`config.mk`:
```
export PLATFORM = sky130hd
export DESIGN_NAME = uart_command_gain_parser_unit_flat
export DESIGN_NICKNAME = d
export VERILOG_FILES = /design/src/sv/ucgp_pkg.sv /design/src/sv/ucgp_in_if.sv /design/src/sv/ucgp_out_if.sv /design/src/sv/ucgp_frac_div.sv /design/src/sv/ucgp_parse.sv /design/src/sv/ucgp_accum.sv /design/src/sv/uart_command_gain_parser_unit.sv /design/src/flat_wrapper.sv
export VERILOG_INCLUDE_DIRS = /design/src /design/src/sv
export SDC_FILE = /design/constraint.sdc
export NUM_CORES = 2
export LEC_CHECK = 0
export ABC_AREA = 1
export BUFFER_PORTS_ARGS = -buffer_cell sky130_fd_sc_hd__buf_2
export CELL_PAD_IN_SITES_DETAIL_PLACEMENT = 1
export CELL_PAD_IN_SITES_GLOBAL_PLACEMENT = 1
export CORE_ASPECT_RATIO = 2
export CORE_MARGIN = 2
export CORE_UTILIZATION = 45
export CTS_CLUSTER_SIZE = 20
export DETAILED_ROUTE_END_ITERATION = 8
export GPL_TIMING_DRIVEN = 0
export PLACE_DENSITY = 0.9
export SETUP_SLACK_MARGIN = 0.5
export SYNTH_ARGS = -nofsm -noshare
export SYNTH_HDL_FRONTEND = slang
export SYNTH_HIERARCHICAL = 1
export SYNTH_SLANG_ARGS = --single-unit
```
`constraint.sdc`:
```
create_clock -name clk -period 13.1 [get_ports clk]
set_input_delay 0.655 -clock clk [delete_from_list [all_inputs] [get_ports clk]]
set_output_delay 0.655 -clock clk [all_outputs]
set_load 0.02 [all_outputs]
```
`src/sv/uart_command_gain_parser_unit_assert.svh`:
```
// Assertion macros used by the parser top level.
`ifndef UART_COMMAND_GAIN_PARSER_UNIT_ASSERT_SVH
`define UART_COMMAND_GAIN_PARSER_UNIT_ASSERT_SVH

`ifndef SYNTHESIS

// same-cycle implication, checked outside reset
`define UCGP_ASSERT_IMPLY(lbl, clk, rst, ante, cons) \
  lbl: assert property (@(posedge clk) disable iff (rst) (ante) |-> (cons)) \
    else $error("ucgp assertion failed");

// next-cycle implication, checked outside reset
`define UCGP_ASSERT_NEXT(lbl, clk, rst, ante, cons) \
  lbl: assert property (@(posedge clk) disable iff (rst) (ante) |=> (cons)) \
    else $error("ucgp assertion failed");

`else

`define UCGP_ASSERT_IMPLY(lbl, clk, rst, ante, cons)
`define UCGP_ASSERT_NEXT(lbl, clk, rst, ante, cons)

`endif

`endif

```
`src/sv/ucgp_pkg.sv`:
```
// Shared constants, types and constant tables of the command and gain parser.
package ucgp_pkg;

  // field widths
  localparam int BYTE_W    = 8;
  localparam int CMD_W     = 3;
  localparam int SEL_W     = 3;
  localparam int VAL_W     = 48;
  localparam int FRAC_BITS = 16;

  // frame limits
  localparam int MAX_FRAME_BYTES = 20;
  localparam int MAX_VALUE_CHARS = 10;
  localparam int POS_W           = 5;
  localparam int CNT_W           = 4;
  localparam int KEY_LETTER_POS  = 2;
  localparam int KEY_DIGIT_POS   = 3;
  localparam int VALUE_POS       = 5;

  // arithmetic widths
  localparam int MAG_W  = BYTE_W + FRAC_BITS;   // |digit| scaled to fixed point
  localparam int NUM_W  = MAG_W + 1;            // dividend incl. rounding half
  localparam int RCP_W  = NUM_W + 2;            // reciprocal width
  localparam int PROD_W = NUM_W + RCP_W;
  localparam int SH_W   = $clog2(2 * NUM_W + 1);
  localparam int ADD_W  = MAG_W + 1;            // signed term into the accumulator
  localparam int SUM_W  = VAL_W + 5;            // acc*10 + term without overflow
  localparam int DIG_N  = 2 ** CNT_W;

  localparam logic signed [VAL_W-1:0] VAL_MAX = {1'b0, {(VAL_W-1){1'b1}}};
  localparam logic signed [VAL_W-1:0] VAL_MIN = {1'b1, {(VAL_W-1){1'b0}}};

  // byte codes
  localparam logic [BYTE_W-1:0] BYTE_FORWARD  = 8'h08;
  localparam logic [BYTE_W-1:0] BYTE_BACKWARD = 8'h02;
  localparam logic [BYTE_W-1:0] BYTE_STOP     = 8'h05;
  localparam logic [BYTE_W-1:0] BYTE_LEFT     = 8'h04;
  localparam logic [BYTE_W-1:0] BYTE_RIGHT    = 8'h06;
  localparam logic [BYTE_W-1:0] CH_OPEN       = 8'h3C;
  localparam logic [BYTE_W-1:0] CH_CLOSE      = 8'h3E;
  localparam logic [BYTE_W-1:0] CH_EMIT       = 8'h23;
  localparam logic [BYTE_W-1:0] CH_DOT        = 8'h2E;
  localparam logic [BYTE_W-1:0] CH_ZERO       = 8'h30;
  localparam logic [BYTE_W-1:0] CH_NUL        = 8'h00;
  localparam logic [BYTE_W-1:0] KEY_P         = 8'h70;
  localparam logic [BYTE_W-1:0] KEY_D         = 8'h64;
  localparam logic [BYTE_W-1:0] KEY_I         = 8'h69;
  localparam logic [BYTE_W-1:0] KEY_1         = 8'h31;
  localparam logic [BYTE_W-1:0] KEY_2         = 8'h32;
  localparam logic [BYTE_W-1:0] KEY_3         = 8'h33;

  typedef enum logic [CMD_W-1:0] {
    CMD_NONE, CMD_FORWARD, CMD_BACKWARD, CMD_STOP, CMD_LEFT, CMD_RIGHT
  } drive_cmd_t;

  typedef enum logic [SEL_W-1:0] {
    GAIN_UP_P, GAIN_UP_D, GAIN_SPD_P, GAIN_SPD_I, GAIN_TURN_P, GAIN_TURN_D
  } gain_sel_t;

  // accumulator operation carried with each item
  typedef enum logic [2:0] {
    OP_NONE, OP_SHIFT_ADD, OP_ADD, OP_EMIT, OP_CLEAR
  } acc_op_t;

  typedef struct packed {
    acc_op_t                   op;
    logic signed [ADD_W-1:0]   addend;
    drive_cmd_t                drive;
    gain_sel_t                 sel;
  } acc_item_t;

  // elaboration-time helpers for the fraction divider tables
  function automatic logic [127:0] pow10(input int n);
    logic [127:0] p;
    p = 128'd1;
    for (int i = 0; i < n; i++) p = p * 128'd10;
    return p;
  endfunction

  function automatic int rshift10(input int n);
    return NUM_W + $clog2(pow10(n));
  endfunction

  function automatic logic [127:0] rcp_num(input int n);
    return (128'd1 << rshift10(n)) + pow10(n) - 128'd1;
  endfunction

  typedef logic [NUM_W-1:0] half_tab_t [DIG_N];
  typedef logic [SH_W-1:0]  shift_tab_t [DIG_N];
  typedef logic [RCP_W-1:0] rcp_tab_t [DIG_N];

  function automatic half_tab_t mk_half();
    half_tab_t t;
    for (int i = 0; i < DIG_N; i++) t[i] = NUM_W'(pow10(i) >> 1);
    return t;
  endfunction

  function automatic shift_tab_t mk_shift();
    shift_tab_t t;
    for (int i = 0; i < DIG_N; i++) t[i] = SH_W'(rshift10(i));
    return t;
  endfunction

  // a divisor is live while half of it stays below 2^MAG_W; beyond that
  // every scaled digit rounds to zero
  function automatic logic [DIG_N-1:0] mk_live();
    logic [DIG_N-1:0] t;
    for (int i = 0; i < DIG_N; i++) t[i] = (pow10(i) >> 1) < (128'd1 << MAG_W);
    return t;
  endfunction

  localparam half_tab_t        HALF10  = mk_half();
  localparam shift_tab_t       SHIFT10 = mk_shift();
  localparam logic [DIG_N-1:0] LIVE10  = mk_live();

  // ceil(2^k / 10^n), exact quotient for any dividend below 2^NUM_W
  localparam rcp_tab_t RCP10 = '{
    RCP_W'(rcp_num(0)  / pow10(0)),
    RCP_W'(rcp_num(1)  / pow10(1)),
    RCP_W'(rcp_num(2)  / pow10(2)),
    RCP_W'(rcp_num(3)  / pow10(3)),
    RCP_W'(rcp_num(4)  / pow10(4)),
    RCP_W'(rcp_num(5)  / pow10(5)),
    RCP_W'(rcp_num(6)  / pow10(6)),
    RCP_W'(rcp_num(7)  / pow10(7)),
    RCP_W'(rcp_num(8)  / pow10(8)),
    RCP_W'(rcp_num(9)  / pow10(9)),
    RCP_W'(rcp_num(10) / pow10(10)),
    RCP_W'(rcp_num(11) / pow10(11)),
    RCP_W'(rcp_num(12) / pow10(12)),
    RCP_W'(rcp_num(13) / pow10(13)),
    RCP_W'(rcp_num(14) / pow10(14)),
    RCP_W'(rcp_num(15) / pow10(15))
  };

endpackage

```
`src/sv/ucgp_in_if.sv`:
```
// Input channel: one received byte per item.
interface ucgp_in_if;
  import ucgp_pkg::*;

  logic              valid;
  logic              ready;
  logic [BYTE_W-1:0] rx_byte;

  modport source (output valid, output rx_byte, input ready);
  modport sink   (input valid, input rx_byte, output ready);
endinterface

```
`src/sv/ucgp_out_if.sv`:
```
// Output channel: drive command and gain update per item.
interface ucgp_out_if;
  import ucgp_pkg::*;

  logic                    valid;
  logic                    ready;
  logic [CMD_W-1:0]        drive_command;
  logic                    gain_update;
  logic [SEL_W-1:0]        gain_select;
  logic signed [VAL_W-1:0] gain_value;

  modport source (output valid, output drive_command, output gain_update,
                  output gain_select, output gain_value, input ready);
  modport sink   (input valid, input drive_command, input gain_update,
                  input gain_select, input gain_value, output ready);
endinterface

```
`src/sv/ucgp_frac_div.sv`:
```
// Rounded division of a scaled digit by 10^n through a reciprocal multiply.
module ucgp_frac_div (
  input  logic [ucgp_pkg::MAG_W-1:0] mag,
  input  logic [ucgp_pkg::CNT_W-1:0] digits,
  output logic [ucgp_pkg::MAG_W-1:0] quot
);
  import ucgp_pkg::*;

  logic [NUM_W-1:0]  num;
  logic [RCP_W-1:0]  rcp;
  logic [PROD_W-1:0] prod;
  logic [PROD_W-1:0] shifted;

  // add half the divisor for round-to-nearest, then multiply by the reciprocal
  assign num     = NUM_W'(mag) + HALF10[digits];
  assign rcp     = RCP10[digits];
  assign prod    = PROD_W'(num) * PROD_W'(rcp);
  assign shifted = prod >> SHIFT10[digits];
  assign quot    = LIVE10[digits] ? shifted[MAG_W-1:0] : '0;

endmodule

```
`src/sv/ucgp_parse.sv`:
```
// Frame parser stage: tracks frame and value state, registers one op per byte.
module ucgp_parse (
  input  logic                 clk,
  input  logic                 rst,
  ucgp_in_if.sink              rx,
  input  logic                 take,
  output logic                 item_valid,
  output ucgp_pkg::acc_item_t  item
);
  import ucgp_pkg::*;

  logic              frame_open, frame_open_next;
  logic [POS_W-1:0]  byte_position, byte_position_next;
  logic [BYTE_W-1:0] key_letter, key_letter_next;
  logic [BYTE_W-1:0] key_digit, key_digit_next;
  logic              dot_seen, dot_seen_next;
  logic [CNT_W-1:0]  digits_after_dot, digits_after_dot_next;
  logic [CNT_W-1:0]  value_chars, value_chars_next;
  logic              value_ended, value_ended_next;
  acc_item_t         item_next;

  logic [BYTE_W-1:0]       b;
  logic                    accept;
  logic [POS_W-1:0]        pos_inc;
  logic [CNT_W-1:0]        dad_inc;
  logic signed [BYTE_W:0]  d;
  logic [BYTE_W-1:0]       d_mag;
  logic [MAG_W-1:0]        mag;
  logic [MAG_W-1:0]        quot;
  logic signed [ADD_W-1:0] whole_term;
  logic signed [ADD_W-1:0] frac_term;
  drive_cmd_t              drive;
  logic                    key_hit;
  gain_sel_t               key_sel;

  assign b        = rx.rx_byte;
  assign rx.ready = !item_valid || take;
  assign accept   = rx.valid && rx.ready;
  assign pos_inc  = byte_position + POS_W'(1);
  assign dad_inc  = (digits_after_dot == '1) ? digits_after_dot
                                             : digits_after_dot + CNT_W'(1);

  // digit value: byte minus '0', any byte counts
  assign d     = $signed({1'b0, b}) - $signed({1'b0, CH_ZERO});
  assign d_mag = d[BYTE_W] ? BYTE_W'(-d) : d[BYTE_W-1:0];
  assign mag   = {d_mag, {FRAC_BITS{1'b0}}};

  assign whole_term = ADD_W'(d) <<< FRAC_BITS;
  assign frac_term  = d[BYTE_W] ? -$signed({1'b0, quot}) : $signed({1'b0, quot});

  ucgp_frac_div u_frac_div (
    .mag    (mag),
    .digits (dad_inc),
    .quot   (quot)
  );

  // drive byte decode
  always_comb begin
    unique case (b)
      BYTE_FORWARD:  drive = CMD_FORWARD;
      BYTE_BACKWARD: drive = CMD_BACKWARD;
      BYTE_STOP:     drive = CMD_STOP;
      BYTE_LEFT:     drive = CMD_LEFT;
      BYTE_RIGHT:    drive = CMD_RIGHT;
      default:       drive = CMD_NONE;
    endcase
  end

  // two-letter key decode
  always_comb begin
    key_hit = 1'b1;
    key_sel = GAIN_UP_P;
    if (key_letter == KEY_P && key_digit == KEY_1)      key_sel = GAIN_UP_P;
    else if (key_letter == KEY_D && key_digit == KEY_1) key_sel = GAIN_UP_D;
    else if (key_letter == KEY_P && key_digit == KEY_2) key_sel = GAIN_SPD_P;
    else if (key_letter == KEY_I && key_digit == KEY_2) key_sel = GAIN_SPD_I;
    else if (key_letter == KEY_P && key_digit == KEY_3) key_sel = GAIN_TURN_P;
    else if (key_letter == KEY_D && key_digit == KEY_3) key_sel = GAIN_TURN_D;
    else key_hit = 1'b0;
  end

  // frame and value state update, op selection
  always_comb begin
    frame_open_next       = frame_open;
    byte_position_next    = byte_position;
    key_letter_next       = key_letter;
    key_digit_next        = key_digit;
    dot_seen_next         = dot_seen;
    digits_after_dot_next = digits_after_dot;
    value_chars_next      = value_chars;
    value_ended_next      = value_ended;
    item_next.op          = OP_NONE;
    item_next.addend      = '0;
    item_next.drive       = drive;
    item_next.sel         = GAIN_UP_P;

    if (b == CH_OPEN) begin
      frame_open_next       = 1'b1;
      byte_position_next    = '0;
      key_letter_next       = '0;
      key_digit_next        = '0;
      dot_seen_next         = 1'b0;
      digits_after_dot_next = '0;
      value_chars_next      = '0;
      value_ended_next      = 1'b0;
      item_next.op          = OP_CLEAR;
    end else if (frame_open) begin
      if (b == CH_CLOSE || pos_inc >= POS_W'(MAX_FRAME_BYTES)) begin
        frame_open_next    = 1'b0;
        byte_position_next = '0;
      end else begin
        byte_position_next = pos_inc;
        if (pos_inc == POS_W'(KEY_LETTER_POS)) key_letter_next = b;
        if (pos_inc == POS_W'(KEY_DIGIT_POS))  key_digit_next  = b;
        if (pos_inc >= POS_W'(VALUE_POS)) begin
          if (b == CH_EMIT) begin
            // emit on a known key, empty the value either way
            item_next.op          = key_hit ? OP_EMIT : OP_CLEAR;
            item_next.sel         = key_hit ? key_sel : GAIN_UP_P;
            dot_seen_next         = 1'b0;
            digits_after_dot_next = '0;
            value_chars_next      = '0;
            value_ended_next      = 1'b1;
          end else if (!value_ended && value_chars < CNT_W'(MAX_VALUE_CHARS)) begin
            if (b == CH_NUL) begin
              value_ended_next = 1'b1;
            end else begin
              value_chars_next = value_chars + CNT_W'(1);
              if (b == CH_DOT) begin
                dot_seen_next         = 1'b1;
                digits_after_dot_next = '0;
              end else if (!dot_seen) begin
                item_next.op     = OP_SHIFT_ADD;
                item_next.addend = whole_term;
              end else begin
                digits_after_dot_next = dad_inc;
                item_next.op          = OP_ADD;
                item_next.addend      = frac_term;
              end
            end
          end
        end
      end
    end
  end

  // control state
  always_ff @(posedge clk) begin
    if (rst) begin
      frame_open       <= 1'b0;
      byte_position    <= '0;
      key_letter       <= '0;
      key_digit        <= '0;
      dot_seen         <= 1'b0;
      digits_after_dot <= '0;
      value_chars      <= '0;
      value_ended      <= 1'b0;
      item_valid       <= 1'b0;
    end else begin
      if (accept) begin
        frame_open       <= frame_open_next;
        byte_position    <= byte_position_next;
        key_letter       <= key_letter_next;
        key_digit        <= key_digit_next;
        dot_seen         <= dot_seen_next;
        digits_after_dot <= digits_after_dot_next;
        value_chars      <= value_chars_next;
        value_ended      <= value_ended_next;
      end
      if (rx.ready) item_valid <= rx.valid;
    end
  end

  // op register
  always_ff @(posedge clk) begin
    if (accept) item <= item_next;
  end

endmodule

```
`src/sv/ucgp_accum.sv`:
```
// Value accumulator with saturation and the result register.
module ucgp_accum (
  input  logic                 clk,
  input  logic                 rst,
  input  logic                 item_valid,
  input  ucgp_pkg::acc_item_t  item,
  output logic                 take,
  ucgp_out_if.source           result
);
  import ucgp_pkg::*;

  localparam logic signed [SUM_W-1:0] SUM_HI = SUM_W'(VAL_MAX);
  localparam logic signed [SUM_W-1:0] SUM_LO = SUM_W'(VAL_MIN);

  logic signed [VAL_W-1:0] acc, acc_next;
  logic                    out_valid;
  logic [CMD_W-1:0]        out_drive;
  logic                    out_update;
  logic [SEL_W-1:0]        out_sel;
  logic signed [VAL_W-1:0] out_value;

  logic signed [SUM_W-1:0] acc_wide;
  logic signed [SUM_W-1:0] base;
  logic signed [SUM_W-1:0] sum;
  logic signed [VAL_W-1:0] sat_val;

  assign take = item_valid && (!out_valid || result.ready);

  // acc*10 by shift-add on OP_SHIFT_ADD (acc as is otherwise), add the term, clamp to the value range
  always_comb begin
    acc_wide = SUM_W'(acc);
    base     = (item.op == OP_SHIFT_ADD) ? (acc_wide <<< 3) + (acc_wide <<< 1) : acc_wide;
    sum      = base + SUM_W'(item.addend);
    if (sum > SUM_HI)      sat_val = VAL_MAX;
    else if (sum < SUM_LO) sat_val = VAL_MIN;
    else                   sat_val = sum[VAL_W-1:0];
  end

  always_comb begin
    unique case (item.op)
      OP_SHIFT_ADD, OP_ADD: acc_next = sat_val;
      OP_EMIT, OP_CLEAR:    acc_next = '0;
      default:              acc_next = acc;
    endcase
  end

  // accumulator and output valid
  always_ff @(posedge clk) begin
    if (rst) begin
      acc       <= '0;
      out_valid <= 1'b0;
    end else begin
      if (take) begin
        acc       <= acc_next;
        out_valid <= 1'b1;
      end else if (result.ready) begin
        out_valid <= 1'b0;
      end
    end
  end

  // result payload
  always_ff @(posedge clk) begin
    if (take) begin
      out_drive  <= item.drive;
      out_update <= (item.op == OP_EMIT);
      out_sel    <= item.sel;
      out_value  <= (item.op == OP_EMIT) ? acc : '0;
    end
  end

  assign result.valid         = out_valid;
  assign result.drive_command = out_drive;
  assign result.gain_update   = out_update;
  assign result.gain_select   = out_sel;
  assign result.gain_value    = out_value;

endmodule

```
`src/sv/uart_command_gain_parser_unit.sv`:
```
// Top level of the serial drive command and gain frame parser.
// Path: an accepted byte is held in the op register, then in the accumulator and
// result register. Throughput: one byte per cycle while the result is not stalled
// by result.ready; the accumulator update is a combinational loop on its register.
// Reset: synchronous rst closes any frame, zeroes the value and empties both stages.
`include "uart_command_gain_parser_unit_assert.svh"

module uart_command_gain_parser_unit (
  input  logic        clk,
  input  logic        rst,
  ucgp_in_if.sink     rx,
  ucgp_out_if.source  result
);
  import ucgp_pkg::*;

  logic      item_valid;
  acc_item_t item;
  logic      take;

  // byte parsing into accumulator ops
  ucgp_parse u_parse (
    .clk        (clk),
    .rst        (rst),
    .rx         (rx),
    .take       (take),
    .item_valid (item_valid),
    .item       (item)
  );

  // value accumulation and result register
  ucgp_accum u_accum (
    .clk        (clk),
    .rst        (rst),
    .item_valid (item_valid),
    .item       (item),
    .take       (take),
    .result     (result)
  );

  // checks
  `UCGP_ASSERT_IMPLY(a_update_no_drive, clk, rst, result.valid && result.gain_update, result.drive_command == CMD_NONE)
  `UCGP_ASSERT_IMPLY(a_quiet_zero, clk, rst, result.valid && !result.gain_update, result.gain_value == '0 && result.gain_select == GAIN_UP_P)
  `UCGP_ASSERT_NEXT(a_op_held, clk, rst, item_valid && !take, item_valid && $stable(item))

endmodule
```
`src/flat_wrapper.sv`:
```
// flat-port wrapper written by rule: the top's interface ports become plain ports
module uart_command_gain_parser_unit_flat import ucgp_pkg::*;
  (clk, rst, rx_valid, rx_rx_byte, rx_ready, result_valid, result_drive_command, result_gain_update, result_gain_select, result_gain_value, result_ready);
  ucgp_in_if rx_i ();
  ucgp_out_if result_i ();
  input  logic clk;
  input  logic rst;
  input wire logic [$bits(rx_i.valid)-1:0] rx_valid;
  input wire logic [$bits(rx_i.rx_byte)-1:0] rx_rx_byte;
  output wire logic [$bits(rx_i.ready)-1:0] rx_ready;
  output wire logic [$bits(result_i.valid)-1:0] result_valid;
  output wire logic [$bits(result_i.drive_command)-1:0] result_drive_command;
  output wire logic [$bits(result_i.gain_update)-1:0] result_gain_update;
  output wire logic [$bits(result_i.gain_select)-1:0] result_gain_select;
  output wire logic [$bits(result_i.gain_value)-1:0] result_gain_value;
  input wire logic [$bits(result_i.ready)-1:0] result_ready;
  assign rx_i.valid = rx_valid;
  assign rx_i.rx_byte = rx_rx_byte;
  assign rx_ready = rx_i.ready;
  assign result_valid = result_i.valid;
  assign result_drive_command = result_i.drive_command;
  assign result_gain_update = result_i.gain_update;
  assign result_gain_select = result_i.gain_select;
  assign result_gain_value = result_i.gain_value;
  assign result_i.ready = result_ready;
  uart_command_gain_parser_unit u_core (.clk(clk), .rst(rst), .rx(rx_i), .result(result_i));
endmodule
```
# Yosys cells after proc, flatten, opt, wreduce, memory -nomap -nowiden
# Memory sizes are Yosys's and may differ from the RTL's.
# Index checks and enable logic that the tools add are counted.
# totals
regBits,171
romBits,944
inputBits,12
out_inout_bits,57
elab_cells,202
memories,4
# mem_list
memory,words,word_bits,read_ports,rd_ports_with_merged_regs,wr,line_no,rtl
(name not given),16,27,1,0,0,ucgp_frac_div.sv:16,assign rcp = RCP10[digits];
(name not given),16,25,1,0,0,ucgp_frac_div.sv:15,assign num = NUM_W'(mag) + HALF10[digits];
(name not given),16,6,1,0,0,ucgp_frac_div.sv:18,assign shifted = prod >> SHIFT10[digits];
(name not given),16,1,1,0,0,ucgp_frac_div.sv:19,assign quot = LIVE10[digits] ? shifted[MAG_W-1:0] : '0;
# classes
addsub,9
multipliers,1
n_lt_le_gt_ge,7
n_eq_ne,24
n_shift,1
mux,84
bitwise_logic,7
n_reduce_logical,42
# ops
cell,count
$mux 28,6
$mux 25,4
$mux 48,2
$pmux 48 s2,1
$mux 27,3
$mux 8,9
$mux 4,17
$eq 8x6->1 const B,7
$add 53x25->53,1
$gt 53x48->1 const B,1
$lt 53x48->1 const B,1
$mux 53,1
$add 51x49->52,1
$mul 25x27->52,1
$shr 52x6->24,1
$mux 1,28
$add 24x25->25,1
$neg 24->25,1
$eq 8x3->1 const B,3
$eq 8x7->1 const B,3
$mux 24,1
$reduce_or 8->1,2
$mux 5,3
$pmux 3 s5,1
38 further kinds,76

# Logic depth before layout (Yosys ltp)
# logic_depth
ltp_word,20
depth_mapped,77
ltp_nobuf,75

# Hierarchy
# The synthesis kept the hierarchy.
# by_module_without_submodules
module,instances,cells_each,area_each_um2,seq_area_each_um2
ucgp_frac_div,1,3958,27345.0,0.0
ucgp_accum,1,1874,11414.7,2632.5
ucgp_parse,1,655,4486.8,1681.6

# Worst setup path after synthesis
# OpenSTA, ideal clock, no wires.
# synth_timing
path_type,reg-to-reg
from,register u_core.u_parse.digits_after_dot[0]
to,register u_core/u_parse/item[22] (netlist name)
setup_ns,0.257
t_arrival_ns,10.110
required_time_ns,12.843
slack_ns,2.734
stages_incl_launch_ff,60
path_buffers,1
period_less_slack_ns,10.366
cell_sequence,dfxtp_1 > ha_1 > nand2_1 > inv_1 > nand2_1 > xor2_1 > inv_1 > ha_1 > inv_1 > nor2_1 > nor2_1 > nand2_1 > o21ai_0 > inv_1 > ha_1 > a21oi_1 > o21ai_0 > a21oi_1 > [... 24 more ...] > nand2_1 > nand2_1 > nand3_1 > nand2_1 > nand2_1 > nand3_1 > nand2_1 > inv_1 > nor2_1 > inv_1 > ha_1 > nand2_1 > nor2_1 > nand3_1 > o21ai_0 > nand2_1 > a21oi_1 > nor2_1
# synth_between
elab_chain_cells,13
# synth_lines
item,line_no,rtl
start: declaration,ucgp_parse.sv:17,"logic [CNT_W-1:0] digits_after_dot, digits_after_dot_next;"
start signal: assignment,ucgp_parse.sv:166,digits_after_dot <= digits_after_dot_next;
$add 4x1->4 / $eq 4x4->1 (equally long branches),"ucgp_parse.sv:41, ucgp_parse.sv:40",
$mux 4 (*),ucgp_parse.sv:40,assign dad_inc = (digits_after_dot == '1) ? digits_after_dot
via u_core.u_parse.dad_inc[0],ucgp_parse.sv:25,logic [CNT_W-1:0] dad_inc;
$not 4->5 (implied by the code),"ucgp_frac_div.sv:15, ucgp_frac_div.sv:16, ucgp_frac_div.sv:18",
$mem_v2 16x25,-,
$mux 25 (implied by the code) (2 in series),ucgp_frac_div.sv:15,
$add 24x25->25,ucgp_frac_div.sv:15,
$mul 25x27->52,ucgp_frac_div.sv:17,assign prod = PROD_W'(num) * PROD_W'(rcp);
$shr 52x6->24,ucgp_frac_div.sv:18,
$mux 24 (*),ucgp_frac_div.sv:19,
$neg 24->25,ucgp_parse.sv:49,"assign frac_term = d[BYTE_W] ? -$signed({1'b0, quot}) : $signed({1'b0, quot});"
$mux 25 (*),ucgp_parse.sv:49,
$mux 27 (*),ucgp_parse.sv:132,end else if (!dot_seen) begin
# Mark *: on every way through the listed nets, which the timed path passes. The rest lies on a longest branch. The select of a mux whose other input is x is not followed.
# A chain may end at the register's enable or synchronous reset.

# Worst setup path after layout
# layout_timing
from,register u_core.u_parse.digits_after_dot[0]
to,register u_core/u_parse/item[24] (netlist name)
# layout_between
elab_chain_cells,13
# layout_lines
item,line_no,rtl
$add 4x1->4 / $eq 4x4->1 (equally long branches),"ucgp_parse.sv:41, ucgp_parse.sv:40",
$mux 4 (*),ucgp_parse.sv:40,
via u_core.u_parse.dad_inc[3],ucgp_parse.sv:25,
$not 4->5 (implied by the code),"ucgp_frac_div.sv:15, ucgp_frac_div.sv:16, ucgp_frac_div.sv:18",
$mem_v2 16x25,-,
$mux 25 (implied by the code) (2 in series),ucgp_frac_div.sv:15,
$add 24x25->25,ucgp_frac_div.sv:15,
$mul 25x27->52,ucgp_frac_div.sv:17,
$shr 52x6->24,ucgp_frac_div.sv:18,
$mux 24 (*),ucgp_frac_div.sv:19,
via u_core.u_parse.quot[10],ucgp_parse.sv:29,logic [MAG_W-1:0] quot;
$neg 24->25 (*),ucgp_parse.sv:49,
$mux 25 (*),ucgp_parse.sv:49,
$mux 27 (*),ucgp_parse.sv:132,
# Marked as above.

==> results.ini <==
[floorplanning]
core_um2=95100
ios=69
num_rows=160
die_h_um=442
start_util_pct=45.5
die_w_um=223
die-area_um2=98700

[critical_path]
rr_worst_depth=53
cp_data_required_time_ps=13330
critPathBufInv=10
r2r_end=u_core/u_parse/item[24]
worstSetupPathType=register to register
slowest_delay_ps=850
cp-start-kind=register
crit_path_end_kind=register
rr_startpoint=u_core/u_parse/digits_after_dot[0]
worstPathArrival_ps=12800
path_common_cell=nand2_1
cpMaxStageDelayCell=fa_1
crit_path_max_fanout=10
crit_family=adder cells
rrSetupSlack_ps=530

[synth]
synthSimpleGateAreaFrac_pct=31.3
ys.flop_type=edfxtp_1
synth_edf_count=89
synthTopCellsByArea=fa_1 26%, nand2_1 15%, inv_1 11%
synth_top_area_share_pct=25.6
synth_top_family_by_area=adder cells
synth_compound_area_share_pct=7.38
yosys.area.top_type=fa_1
ys_ff_latch=171
yosys_warnings=6
synthArstFlopShare_pct=0
synth_mux_area_share_pct=0.116
synthXorXnorAreaFrac_pct=2.48
synth_fa_ha_area_share_pct=35.4
synth_cell_types=75
synth_area_um2=43200
avgSynthCellArea_um2=6.67
netlist_instances=6487
seq_area_frac_synth_pct=9.98

[drt]
ant_nets=0
drc=0
wl_um=226000
dr.pass1.iters=6
dr_total_vias=47500
wl_per_cell_um=28.7
viasPerCell=6.05
drt_iter0_drc=4361

[timing]
fin_crit_ps=12570
drv_slew=0
hold_ws_ps=425
tightestPinTransition_ps=1490
finalSetupViolCount=0
slew_headroom_pct=0.659
timing.final.crit_share_pct=95.9
hold_viol=0
skew_ps=15.0
clock.fmax_ghz=0.0796

[cells_and_area]
final_cell_mix=1680 x nand2_1, 1230 x inv_1, 830 x nor2_1
syn_to_final_growth_pct=7.92
final_common_cell=nand2_1
fin_nets=7512
drive_gt1_share_pct=7.51

[global_routing]
grt_busiest_layer=met2
grt_pass1_vias=52600
grtUsageTotal_pct=47.1
grt_pass1_wl_um=340000
met1_usage_pct=38.8
grt_max_degree=43
use_met3_pct=18.3
grt-ovfl-total=0
antenna_found_initial=21
use_met2_pct=78.7

[clocking]
clkTransAtPathRegs_ps=80
cts_tree=built
clockBufferDepth=2
root_buffer=clkbuf_16
htreeDepth=4
clock_latency_ps=490
cts_sinks=171
cts_buffers=17

[run]
maxCapViolCount=1

[worst_hold_path]
holdCritPathClass=register to register
min-delay-start=u_core/u_parse/item[2]
worstHoldEndpoint=u_core/u_accum/result.gain_select[2]
hold_path_depth=0

[placed_design]
numPortBuffers=67
gp_congestion=1.12
dp_hpwl_um=181000

[outcome]
status=finished with violations
violations=max-capacitance violations

layer usage:
| metal | vias to the layer above | wire length (um) |
|---|---|---|
| met1 | 22900 | 60800 |
| li1 | 20100 | - |
| met3 | 1770 | 18400 |
| met4 | 18 | 37100 |
| met2 | 2679 | 109000 |
| met5 | - | 240 |
final cells by class:
class,count,area [um2]
buffer,189,1020
sequential,171,4320
clock buffer,17,425
fill,12700,48400
inverter,1277,4840
clock inverter,15,191
antenna,11,27.5
timing repair buffer,85,520
tap,1215,1520
multi-input combinational,4866,33800
what timing repair did:
action / CTS / global route
pin swaps: 2 / 16
endpoints found under the setup margin: 25 / 25
cloned: 0 / 0
hold buffers: 0 / 0
setup buffers: 3 / 10
resized for setup: 48 / 173
hold endpoints to repair: 0 / 0
logic make-up after synthesis:
logic type,after synthesis
buf+inv,1466
mux,5
xor+xnor,115
compound gates,567
simple gates,3269
flops,171
other cells,1
fa+ha+maj,893
state kept, by name (all words and copies together) (netlist names):
register	count
u_core/u_accum/acc	48
u_core/u_accum/result.drive_command	3
u_core/u_accum/result.gain_select	3
u_core/u_accum/result.gain_update	1
u_core/u_accum/result.gain_value	48
u_core/u_accum/result.valid	1
u_core/u_parse/byte_position	5
u_core/u_parse/digits_after_dot	4
u_core/u_parse/dot_seen	1
u_core/u_parse/frame_open	1
u_core/u_parse/item	34
u_core/u_parse/item_valid	1
u_core/u_parse/key_digit	8
u_core/u_parse/key_letter	8
u_core/u_parse/value_chars	4
u_core/u_parse/value_ended	1
cell usage after synthesis (all sizes together) (9+ instances only):
| library cell | number |
|---|---|
| ha | 340 |
| o21bai | 23 |
| fa | 553 |
| nor2 | 878 |
| o21ai | 185 |
| clkbuf | 100 |
| clkinv | 15 |
| o211ai | 9 |
| nand3 | 499 |
| edfxtp | 89 |
| nor4 | 12 |
| o21a | 9 |
| nor3 | 35 |
| a31oi | 28 |
| a21oi | 271 |
| nand4 | 58 |
| nand2 | 1731 |
| xnor2 | 49 |
| dfxtp | 82 |
| or2 | 37 |
| buf | 89 |
| xor2 | 66 |
| inv | 1262 |
worst max-delay path by stage:
| stage | from | end | slack, ps | cells after the start |
|---|---|---|---|---|
| final | u_core/u_parse/digits_after_dot[0] | u_core/u_parse/item[24] | 530 | 53 |
| after global routing | u_core/u_parse/digits_after_dot[0] | u_core/u_parse/item[24] | -50 | 48 |
| after CTS | u_core/u_parse/digits_after_dot[0] | u_core/u_parse/item[20] | 540 | 63 |
| after detailed placement | u_core/u_parse/digits_after_dot[0] | u_core/u_parse/item[24] | -620 | 55 |
| after global placement | u_core/u_parse/digits_after_dot[0] | u_core/u_parse/item[24] | -370 | 56 |
| after floorplan | u_core/u_parse/digits_after_dot[0] | u_core/u_parse/item[22] | 2730 | 59 |
per-stage QoR:
step	setup slack, ps	setup TNS (ps)	instance area [um2]	util (%)	instances
floorplan	2730	0	43300	-	6503
global placement	-369	-3090	45200	47.5	7785
detailed placement	-624	-8130	45200	47.5	7787
CTS	542	0	46000	48.4	7822
global route	-46.7	-46.7	46700	49.1	7839
finish	535	0	46700	49.1	7846
Power is left out: the tool's default activity adds up to more than one toggle a clock period on the data nets, which glitch-free logic cannot reach.
